**src/design/cpoc_pkg.sv**
```systemverilog
package cpoc_pkg;

  localparam int unsigned ValueBits = 32;
  localparam int unsigned CountBits = 2;
  localparam int unsigned ClassBits = 2;

  typedef logic [ValueBits-1:0] value_t;
  typedef logic [CountBits-1:0] count_t;
  typedef logic [ClassBits-1:0] class_t;

  localparam class_t ClassAtomic    = 2'd0;
  localparam class_t ClassOneSided  = 2'd1;
  localparam class_t ClassBilateral = 2'd2;

  localparam count_t CountCap = 2'd2;

  // Handshake between the sequencer and the shared divider.
  typedef struct packed {
    logic   start;
    value_t dividend;
    value_t divisor;
  } div_req_t;

  typedef struct packed {
    logic   done;
    value_t quotient;
    value_t remainder;
  } div_rsp_t;

  function automatic class_t pair_class_of(input count_t wa, input count_t wb);
    class_t c;
    if (wa >= CountCap && wb >= CountCap) c = ClassBilateral;
    else if (wa >= CountCap || wb >= CountCap) c = ClassOneSided;
    else c = ClassAtomic;
    return c;
  endfunction

endpackage

```
**src/design/coprime_pair_omega_classifier_core.sv**
```systemverilog
// Channel | Dir | tdata fields (low bit up)                              | tuser
// s_axis  | in  | first_value[31:0], second_value[63:32]                 | -
// m_axis  | out | common_divisor[31:0], first_cofactor[63:32],           | -
//         |     | second_cofactor[95:64], first_prime_count[97:96],      |
//         |     | second_prime_count[99:98], pair_class[101:100], 0 pad  |
//
// Every division goes through one shared restoring divider (issue, load,
// one bit step per quotient bit, consume). The gcd takes one division per
// Euclid step, the cofactors one each, and trial division up to the square
// root of each cofactor up to about 33k divisions.
// Reset is synchronous and clears the sequencer and the output valid.
// The block takes a new item whenever the sequencer is idle; a finished
// result waits in S_OUT while an earlier stalled result holds in the output
// register.
module coprime_pair_omega_classifier_core (
  input  logic         clk,
  input  logic         rst,
  input  logic         s_axis_tvalid,
  output logic         s_axis_tready,
  input  logic [63:0]  s_axis_tdata,  // first_value, second_value
  output logic         m_axis_tvalid,
  input  logic         m_axis_tready,
  output logic [103:0] m_axis_tdata   // common_divisor, first_cofactor,
                                      // second_cofactor, first_prime_count,
                                      // second_prime_count, pair_class, pad
);
  import cpoc_pkg::*;

  typedef enum logic [9:0] {
    S_IDLE    = 10'b0000000001,
    S_GCD     = 10'b0000000010,
    S_COF     = 10'b0000000100,
    S_OM_INIT = 10'b0000001000,
    S_OM_TWO  = 10'b0000010000,
    S_OM_TRY  = 10'b0000100000,
    S_OM_DIV  = 10'b0001000000,
    S_OM_FIN  = 10'b0010000000,
    S_WAIT    = 10'b0100000000,
    S_OUT     = 10'b1000000000
  } state_t;

  state_t   state;
  logic     wait_busy;
  value_t   xv, yv, gx, gy;
  value_t   ca, cb;
  logic     cof_second;
  logic     om_second;
  value_t   n, p;
  count_t   cnt, wa;
  div_req_t req;
  div_rsp_t rsp;

  cpoc_divider u_div (.clk(clk), .rst(rst), .req(req), .rsp(rsp));

  assign s_axis_tready = (state == S_IDLE);

  always_ff @(posedge clk) begin
    if (rst) begin
      state         <= S_IDLE;
      m_axis_tvalid <= 1'b0;
      req.start     <= 1'b0;
      wait_busy     <= 1'b0;
    end else begin
      if (m_axis_tvalid && m_axis_tready) m_axis_tvalid <= 1'b0;
      unique case (state)
        S_IDLE: begin
          if (s_axis_tvalid && s_axis_tready) begin
            xv    <= s_axis_tdata[31:0];
            yv    <= s_axis_tdata[63:32];
            gx    <= s_axis_tdata[31:0];
            gy    <= s_axis_tdata[63:32];
            state <= S_GCD;
          end
        end
        S_GCD: begin
          // Euclid: advance while the divisor side is nonzero.
          if (wait_busy) begin
            req.start <= 1'b0;
            if (rsp.done) begin
              gx <= gy;
              gy <= rsp.remainder;
              wait_busy <= 1'b0;
            end
          end else if (gy == '0) begin
            if (gx == '0) begin
              ca <= '0; cb <= '0;
              state <= S_OM_INIT; om_second <= 1'b0;
            end else begin
              cof_second <= 1'b0;
              state <= S_COF;
            end
          end else begin
            req.start <= 1'b1; req.dividend <= gx; req.divisor <= gy;
            wait_busy <= 1'b1;
          end
        end
        S_COF: begin
          if (wait_busy) begin
            req.start <= 1'b0;
            if (rsp.done) begin
              wait_busy <= 1'b0;
              if (cof_second) begin
                cb <= rsp.quotient;
                om_second <= 1'b0;
                state <= S_OM_INIT;
              end else begin
                ca <= rsp.quotient;
                cof_second <= 1'b1;
              end
            end
          end else begin
            req.start <= 1'b1;
            req.dividend <= cof_second ? yv : xv;
            req.divisor <= gx;
            wait_busy <= 1'b1;
          end
        end
        S_OM_INIT: begin
          n     <= om_second ? cb : ca;
          cnt   <= '0;
          p     <= ValueBits'(3);
          state <= S_OM_TWO;
        end
        S_OM_TWO: begin
          // Strip factors of two, counted once.
          if (n < ValueBits'(2)) begin
            state <= S_OM_FIN;
          end else if (!n[0]) begin
            cnt <= CountCap - 1'b1;
            n   <= n >> 1;
          end else begin
            state <= S_OM_TRY;
          end
        end
        S_OM_TRY: begin
          // Test p <= n / p via the divider quotient.
          if (wait_busy) begin
            req.start <= 1'b0;
            if (rsp.done) begin
              wait_busy <= 1'b0;
              if (p > rsp.quotient) begin
                state <= S_OM_FIN;
              end else if (rsp.remainder != '0) begin
                p <= p + ValueBits'(2);
              end else if (cnt != '0) begin
                cnt <= CountCap;
                state <= S_OM_FIN;
              end else begin
                cnt   <= cnt + 1'b1;
                n     <= rsp.quotient;
                state <= S_OM_DIV;
              end
            end
          end else begin
            req.start <= 1'b1; req.dividend <= n; req.divisor <= p;
            wait_busy <= 1'b1;
          end
        end
        S_OM_DIV: begin
          // Drop further powers of p.
          if (wait_busy) begin
            req.start <= 1'b0;
            if (rsp.done) begin
              wait_busy <= 1'b0;
              if (rsp.remainder == '0) n <= rsp.quotient;
              else begin
                p <= p + ValueBits'(2);
                state <= S_OM_TRY;
              end
            end
          end else begin
            req.start <= 1'b1; req.dividend <= n; req.divisor <= p;
            wait_busy <= 1'b1;
          end
        end
        S_OM_FIN: begin
          if (cnt < CountCap && n > ValueBits'(1)) begin
            if (om_second) cnt <= cnt + 1'b1; else wa <= cnt + 1'b1;
          end else if (!om_second) wa <= cnt;
          if (om_second) state <= S_WAIT;
          else begin
            om_second <= 1'b1;
            state <= S_OM_INIT;
          end
        end
        S_WAIT: begin
          state <= S_OUT;
        end
        S_OUT: begin
          if (!m_axis_tvalid) begin
            m_axis_tdata  <= {2'b00, pair_class_of(wa, cnt), cnt, wa, cb, ca, gx};
            m_axis_tvalid <= 1'b1;
            state         <= S_IDLE;
          end
        end
        default: state <= S_IDLE;
      endcase
    end
  end

endmodule

```
**src/design/cpoc_divider.sv**
```systemverilog
module cpoc_divider (
  input  logic               clk,
  input  logic               rst,
  input  cpoc_pkg::div_req_t req,
  output cpoc_pkg::div_rsp_t rsp
);
  import cpoc_pkg::*;

  localparam int unsigned CntBits = $clog2(ValueBits + 1);

  logic [CntBits-1:0] cnt;
  logic               busy;
  logic               done;
  value_t             quo;
  value_t             divisor;
  logic [ValueBits:0] rem;
  logic [ValueBits:0] trial;
  logic [ValueBits:0] shifted;

  // One quotient bit per cycle, restoring form.
  assign shifted = {rem[ValueBits-1:0], quo[ValueBits-1]};
  assign trial   = shifted - {1'b0, divisor};

  always_ff @(posedge clk) begin
    if (rst) begin
      busy <= 1'b0;
      cnt  <= '0;
      done <= 1'b0;
    end else begin
      done <= !req.start && busy && (cnt == CntBits'(1));
      if (req.start) begin
        busy    <= 1'b1;
        cnt     <= CntBits'(ValueBits);
        quo     <= req.dividend;
        divisor <= req.divisor;
        rem     <= '0;
      end else if (busy) begin
        if (trial[ValueBits]) begin
          rem <= shifted;
          quo <= {quo[ValueBits-2:0], 1'b0};
        end else begin
          rem <= trial;
          quo <= {quo[ValueBits-2:0], 1'b1};
        end
        cnt <= cnt - CntBits'(1);
        if (cnt == CntBits'(1)) begin
          busy <= 1'b0;
        end
      end
    end
  end

  assign rsp.done      = done;
  assign rsp.quotient  = quo;
  assign rsp.remainder = rem[ValueBits-1:0];

endmodule

```
**config.mk**
```make
export PLATFORM = sky130hd
export DESIGN_NAME = coprime_pair_omega_classifier_core
export DESIGN_NICKNAME = d
export VERILOG_FILES = /design/src/design/cpoc_pkg.sv /design/src/design/coprime_pair_omega_classifier_core.sv /design/src/design/cpoc_divider.sv
export SDC_FILE = /design/constraint.sdc
export NUM_CORES = 1
export LEC_CHECK = 0
export BUFFER_PORTS_ARGS = -buffer_cell sky130_fd_sc_hd__buf_2
export CAP_MARGIN = 25
export CORE_MARGIN = 2
export CORE_UTILIZATION = 31
export CTS_CLUSTER_SIZE = 12
export DETAILED_ROUTE_END_ITERATION = 6
export GPL_ROUTABILITY_DRIVEN = 0
export GPL_TIMING_DRIVEN = 0
export PLACE_DENSITY_LB_ADDON = 0.08
export SLEW_MARGIN = 40
export SYNTH_ARGS = -nofsm -noshare
export SYNTH_HDL_FRONTEND = slang
export SYNTH_HIERARCHICAL = 1
export SYNTH_SLANG_ARGS = --single-unit
```
**constraint.sdc**
```tcl
create_clock -name clk -period 17.4 [get_ports clk]
set_input_delay 0.87 -clock clk [delete_from_list [all_inputs] [get_ports clk]]
set_output_delay 0.87 -clock clk [all_outputs]
set_load 0.03 [all_outputs]
```
==> results of run 1 <==
## kinds of logic (layout without fill, tap and decap cells)
logic type      count (synthesis)  after routing  share of synthesized area [%]
fa+ha+maj                      70             70                          3.553
mux                            97             97                          4.071
simple gates                  731            731                          13.39
xor+xnor                       54             54                          1.902
other cells                     1              2                        0.01508
compound gates                316            316                          9.059
buf+inv                       190            537                          3.145
flops                         544            544                          64.86
## stage by stage
stage / power, mW / setup TNS, ns / hold slack [ns] / std cells / setup slack [ns]
after floorplan: 1.722 / 0 / 0.4003 / 2004 / 4.819
after global placement: 1.834 / -245.86 / 0.4082 / 3225 / -3.849
after detailed placement: 1.840 / 0 / 0.4059 / 3286 / 12.48
after CTS: 3.210 / 0 / 0.4217 / 3401 / 12.51
after global routing: 3.286 / 0 / 0.4339 / 3401 / 12.24
final: 3.176 / 0 / 0.4228 / 3401 / 12.47
## cell type report
type / count / area [um^2] / area share, %
clock inverters: 30 / 302.8 / 1.014
clock buffers: 85 / 1797 / 6.018
multi-input cells: 1270 / 8060 / 27.00
repair buffers: 232 / 1460 / 4.891
well taps: 1050 / 1314 / 4.401
plain buffers: 96 / 441.7 / 1.479
flip-flops and latches: 544 / 16130 / 54.02
inverters: 94 / 352.8 / 1.182
## registers in the layout, indices dropped and copies added (netlist names), 10 cells and up
register,flops
cb,32
u_div/rem,32
state,10
ca,32
xv,32
gx,32
m_axis_tdata,102
n,32
yv,32
gy,32
u_div/divisor,32
u_div/quo,32
p,31
req,65
## synthesized netlist by cell type, types with 23 or more instances
| library cell | number |
|---|---|
| nor2_1 | 143 |
| inv_1 | 91 |
| nand4_1 | 24 |
| ha_1 | 69 |
| mux2i_1 | 64 |
| edfxtp_1 | 523 |
| nand2_1 | 396 |
| mux2_2 | 33 |
| a21oi_1 | 95 |
| a221o_1 | 38 |
| clkbuf_1 | 69 |
| o21ai_0 | 37 |
| o221ai_1 | 30 |
| xor2_1 | 23 |
| a22oi_1 | 28 |
| nor4_1 | 36 |
| xnor2_1 | 31 |
| nand3_1 | 25 |
## power groups by stage
stage | Sequential (mW) | Combinational [mW] | Clock [mW]
after global routing | 1.55 | 0.298 | 1.44
after global placement | 1.58 | 0.251 | 0
after detailed placement | 1.57 | 0.270 | 0
final | 1.54 | 0.270 | 1.36
after CTS | 1.54 | 0.272 | 1.39
after floorplan | 1.55 | 0.170 | 0
## per-layer routing
metal	share of wire [%]	vias to the layer above	GRT usage, %	wire, um
met4	3.1	0	7.135	2584
met2	47	578	33.28	39530
met1	45	8595	27.85	37660
met3	5.0	134	2.365	4216
met5	0	-	0	0
li1	-	8038	-	-
## final timing paths
path / start / to / cells past startpoint
worst max-delay path: p[23] / n[7] / 16
worst min-delay path: req[19] / u_div/divisor[19] / 0
worst max register to register: p[23] / n[7] / 16
worst min register to register: req[19] / u_div/divisor[19] / 0
==> results.sh, run 1 <==
export IMPL_dieHeight_um=287.2
export IMPL_fillers=7767
export IMPL_syn_inst=2003
export IMPL_drv_slew=0
export IMPL_synth_top_area_share_pct=63.17
export IMPL_tightest_slew_ns=0.8823
export IMPL_ir_drop_mv=0.05545
export IMPL_hpwl_um=65690
export IMPL_n_antenna_cell=0
export IMPL_cts_made_buffers=66
export IMPL_insertion_delay_ns=0.61
export IMPL_ant_nets=0
export IMPL_rsz0062_at_grt="false"
export IMPL_netSwitchingPower_uw=760.6
export IMPL_die_area_mm2=0.08248
export IMPL_switching_share_pct=23.95
export IMPL_placed_area_mm2=0.02775
export IMPL_min_path_type="register to register"
export IMPL_grt_pass1_vias=17300
export IMPL_grt_use_total_pct=20.32
export IMPL_async_flop_share_pct=0
export IMPL_p_clk_share_pct=42.9
export IMPL_cts_num_sinks=544
export IMPL_synth_edff_count=523
export IMPL_slew_headroom_pct=41.18
export IMPL_cap_violations=0
export IMPL_drc=0
export IMPL_route_vias_total=17350
export IMPL_rows=103
export IMPL_avgSynthCellArea_um2=12.41
export IMPL_boundaryPins=174
export IMPL_cts_buffer_depth=3
export IMPL_post_cts_setup_buffer_count=0
export IMPL_hold_violations=0
export IMPL_cts_hold_buf=0
export IMPL_ys_seq_area_share_pct=64.86
export IMPL_cpPeakStageDelay_ns=0.60
export IMPL_crit_fanout=7
export IMPL_setup_violations=0
export IMPL_area_growth_pct=20.08
export IMPL_min_period_over_period_pct=28.32
export IMPL_start_util_pct=31.42
export IMPL_cts_htree_levels=3
export IMPL_coreArea_mm2=0.07913
export IMPL_p_comb_share_pct=8.5
export IMPL_grt_max_degree=33
export IMPL_p_int_mw=2.416
export IMPL_critical_path_class="register to register"
export IMPL_slowest_stage="nor4_1"
export IMPL_final_net_count=2442
export IMPL_crit_top_cell="buf_2"
export IMPL_io_buffers=171
export IMPL_drt_initial_drc_count=1424
export IMPL_layout_min_cycle_time_ns=4.928
export IMPL_worstPathCellList="ha_1 > nand4_1 > nor4_1 > nand2_1 > mux2_2 > nand2_1 > a21oi_1 > a2111oi_2 > buf_2 > buf_2 > clkdlybuf4s15_2 > buf_2 > buf_2 > clkdlybuf4s18_2 > buf_2 > clkdlybuf4s15_2"
export IMPL_crit_family="buffers and inverters"
export IMPL_viasPerCell=5.100
export IMPL_grt_overflow_total=0
export IMPL_power_density_mw_per_mm2=106.4
export IMPL_critPathRequiredTime_ns=17.71
export IMPL_crit_buf_inv=8
export IMPL_drive_gt1_share_pct=18.03
export IMPL_final_common_cell="edfxtp_1"
export IMPL_yosys_area_top_type="edfxtp_1"
export IMPL_skew_ns=0.03078
export IMPL_die_w_um=287.2
export IMPL_pwr_share_seq_pct=48.6
export IMPL_power_leakage_nw=10.96
export IMPL_mostFrequentLayoutCells="edfxtp_1, nand2_1, buf_2"
export IMPL_synthDistinctLibCells=88
export IMPL_wl_um=83990
export IMPL_synthTopCellsByArea="edfxtp_1, nand2_1, ha_1"
export IMPL_reg2reg_slack_ns=12.47
export IMPL_yosys_register_bits=544
export IMPL_yosysWarnings=6
export IMPL_yosys_most_used_dff="edfxtp_1"
export IMPL_grt_pass1_wl_um=121300
export IMPL_final_area_mm2=0.02985
export IMPL_arrival_ns=5.23
export IMPL_status="finished, final reports clean"
export IMPL_wl_per_cell_um=24.70
export IMPL_tritoncts="built"
export IMPL_clk_pin_slew_ns=0.06
export IMPL_max_freq_mhz=202.9
export IMPL_antenna_found_initial=0
export IMPL_final_util_pct=37.73
export IMPL_firstDrtPassIters=5
export IMPL_ctsRootBufferMaster="clkbuf_16"
export IMPL_cp_end_kind="register"
export IMPL_netlist_area_mm2=0.02486
export IMPL_cts_resized=0
export IMPL_crit_path_start_kind="register"
Power figures use the tool's default switching activity.
==> inputs of run 2 (changes only) <==
Clock period 17.4 ns to 4.4 ns, I/O delays scaled along.
==> run 2 against run 1 <==
Net effect:
- sequential share of layout area is 0.76 points lower
- clock skew is 0.0029 ns higher
- routed wire length hardly changed
- count of clock-buffer cells in the layout is 10 lower
- utilization is 0.54 points higher
- flip-flop and latch count stayed put
- sequential power grew to 4.0 times the previous value
- final cell count is 1.2% higher
- non-clock buffer count is 48 higher
- largest power group unchanged
==> results.sh, run 2 (synthesis gave the netlist of run 1 again) <==
export IMPL_reg2reg_slack_ns=0.25
export IMPL_r2r_end="p[5]"
export IMPL_mostFrequentLayoutCells="edfxtp_1, nand2_1, buf_2"
export IMPL_area_growth_pct=21.80
export IMPL_critical_path_class="register to register"
export IMPL_drc=0
export IMPL_rr_worst_depth=9
export IMPL_wl_per_cell_um=24.39
export IMPL_arrival_ns=4.48
export IMPL_cp_end_kind="register"
export IMPL_final_net_count=2484
export IMPL_place_ws_ns=-0.007135
export IMPL_dieHeight_um=287.2
export IMPL_power_leakage_nw=11.07
export IMPL_hold_violations=0
export IMPL_power_density_mw_per_mm2=402.1
export IMPL_cts_made_buffers=60
export IMPL_crit_path_start_kind="register"
export IMPL_viasPerCell=5.007
export IMPL_largest_reg_flops=102
export IMPL_hp_start="s_axis_tvalid"
export IMPL_die_area_mm2=0.08248
export IMPL_clk_pin_slew_ns=0.07
export IMPL_start_util_pct=31.42
export IMPL_ant_nets=0
export IMPL_final_common_cell="edfxtp_1"
export IMPL_insertion_delay_ns=0.65
export IMPL_crit_fanout=10
export IMPL_drv_slew=0
export IMPL_top_register="m_axis_tdata"
export IMPL_ir_drop_mv=0.2970
export IMPL_coreArea_mm2=0.07913
export IMPL_worstPathCellList="buf_2 > or4_1 > or4_1 > nor2_1 > clkbuf_2 > nand2_1 > a221oi_4 > buf_4 > buf_6"
export IMPL_crit_top_cell="or4_1"
export IMPL_cap_violations=0
export IMPL_tightest_slew_ns=0.8375
export IMPL_rows=103
export IMPL_cts_buffer_depth=3
export IMPL_placed_area_mm2=0.02771
export IMPL_boundaryPins=174
export IMPL_io_buffers=171
export IMPL_hpwl_um=65890
export IMPL_grt_overflow_total=0
export IMPL_critPathRequiredTime_ns=4.74
export IMPL_firstDrtPassIters=5
export IMPL_wl_um=83960
export IMPL_slew_headroom_pct=44.17
export IMPL_hold_depth=3
export IMPL_cts_htree_levels=2
export IMPL_min_period_over_period_pct=94.21
export IMPL_holdPathEnd="state[1]"
export IMPL_drive_gt1_share_pct=16.93
export IMPL_setup_violations=0
export IMPL_grt_pass1_vias=17340
export IMPL_post_cts_setup_buffer_count=0
export IMPL_grt_max_degree=33
export IMPL_ctsRootBufferMaster="clkbuf_16"
export IMPL_die_w_um=287.2
export IMPL_drt_initial_drc_count=1247
export IMPL_skew_ns=0.03364
export IMPL_crit_reg2reg_launch="state[0]"
export IMPL_power_mw=12.18
export IMPL_route_vias_total=17240
export IMPL_top_regs="m_axis_tdata (102), req (65)"
export IMPL_grt_pass1_wl_um=121500
export IMPL_cpPeakStageDelay_ns=0.62
export IMPL_final_area_mm2=0.03028
export IMPL_min_path_type="input pin to register"
export IMPL_setup_slack_ns=0.2550
export IMPL_layout_min_cycle_time_ns=4.145
export IMPL_grt_use_total_pct=20.23
export IMPL_antenna_found_initial=0
export IMPL_slowest_stage="nor2_1"
export IMPL_cts_num_sinks=544
export IMPL_rsz0062_at_grt="false"
export IMPL_tritoncts="built"
export IMPL_max_freq_mhz=241.3
export IMPL_status="finished, final reports clean"
run 2: changes by cell type in the layout (fill, tap and decap cells not counted), moves of 2 or more:
cell,previous run,this run
dlygate4sd3_1,0,66
buf_2,201,182
buf_6,4,13
clkbuf_16,69,62
clkdlybuf4s18_2,7,0
buf_4,16,21
clkdlybuf4s15_2,5,0
clkbuf_1,75,71
clkinv_2,8,12
a2111oi_2,3,1
a2111oi_4,1,3
clkbuf_2,9,11
clkinvlp_4,2,4
run 2: power by group:
group	switching (mW)	total, mW	internal [mW]
Clock	2.11	4.96	2.85
Combinational	0.679	1.11	0.433
Sequential	0.172	6.10	5.93
Total	2.96	12.2	9.22
run 2: worst max-delay path by stage:
stage | endpoint | depth (start not counted) | startpoint
floorplan | req[0] | 6 | state[0]
global placement | u_div/quo[7] | 2 | req[64]
detailed placement | p[5] | 9 | state[0]
CTS | p[5] | 9 | state[0]
global route | p[5] | 9 | state[0]
finish | p[5] | 9 | state[0]
run 2: layout make-up:
cell class	instances	area, um^2
Fill cell	7767	48850
Sequential cell	544	16130
Multi-Input combinational cell	1270	8092
Timing Repair Buffer	280	2047
Clock buffer	75	1600
Tap cell	1050	1314
Buffer	96	444.2
Inverter	94	352.8
Clock inverter	33	302.8
Antenna cell	1	2.502
run 2: critical path: cells and delay by family, from the launching register on:
family,cells,cell delay [ns]
flops,1,0.30
compound gates,1,0.57
simple gates,4,1.87
buf+inv,4,1.11
run 2: metal layers:
layer / part of all wire, % / vias up / GRT usage [%] / wire (um)
met4: 3.2 / 0 / 6.628 / 2718
met5: 0 / - / 0 / 0
met3: 4.0 / 131 / 2.437 / 3385
li1: - / 8100 / - / -
met2: 48 / 473 / 33.60 / 39920
met1: 45 / 8534 / 27.48 / 37930
run 2: stage by stage:
stage / hold slack (ns) / setup TNS [ns] / std cells / util (%)
final: 0.03229 / 0 / 3443 / 38.27
after floorplan: 0.2891 / -12.57 / 2004 / -
after global placement: 0.4074 / -712.64 / 3225 / 34.23
after CTS: 0.01123 / 0 / 3442 / 38.26
after detailed placement: 0.4054 / -0.05976 / 3268 / 35.01
after global routing: 0.03495 / 0 / 3442 / 38.26
run 2: timing repair:
action / in CTS / in global routing
resized for setup: 1 / 0
endpoints found under the setup margin: 8 / 0
hold buffers: 66 / 0
hold endpoints to repair: 130 / 0
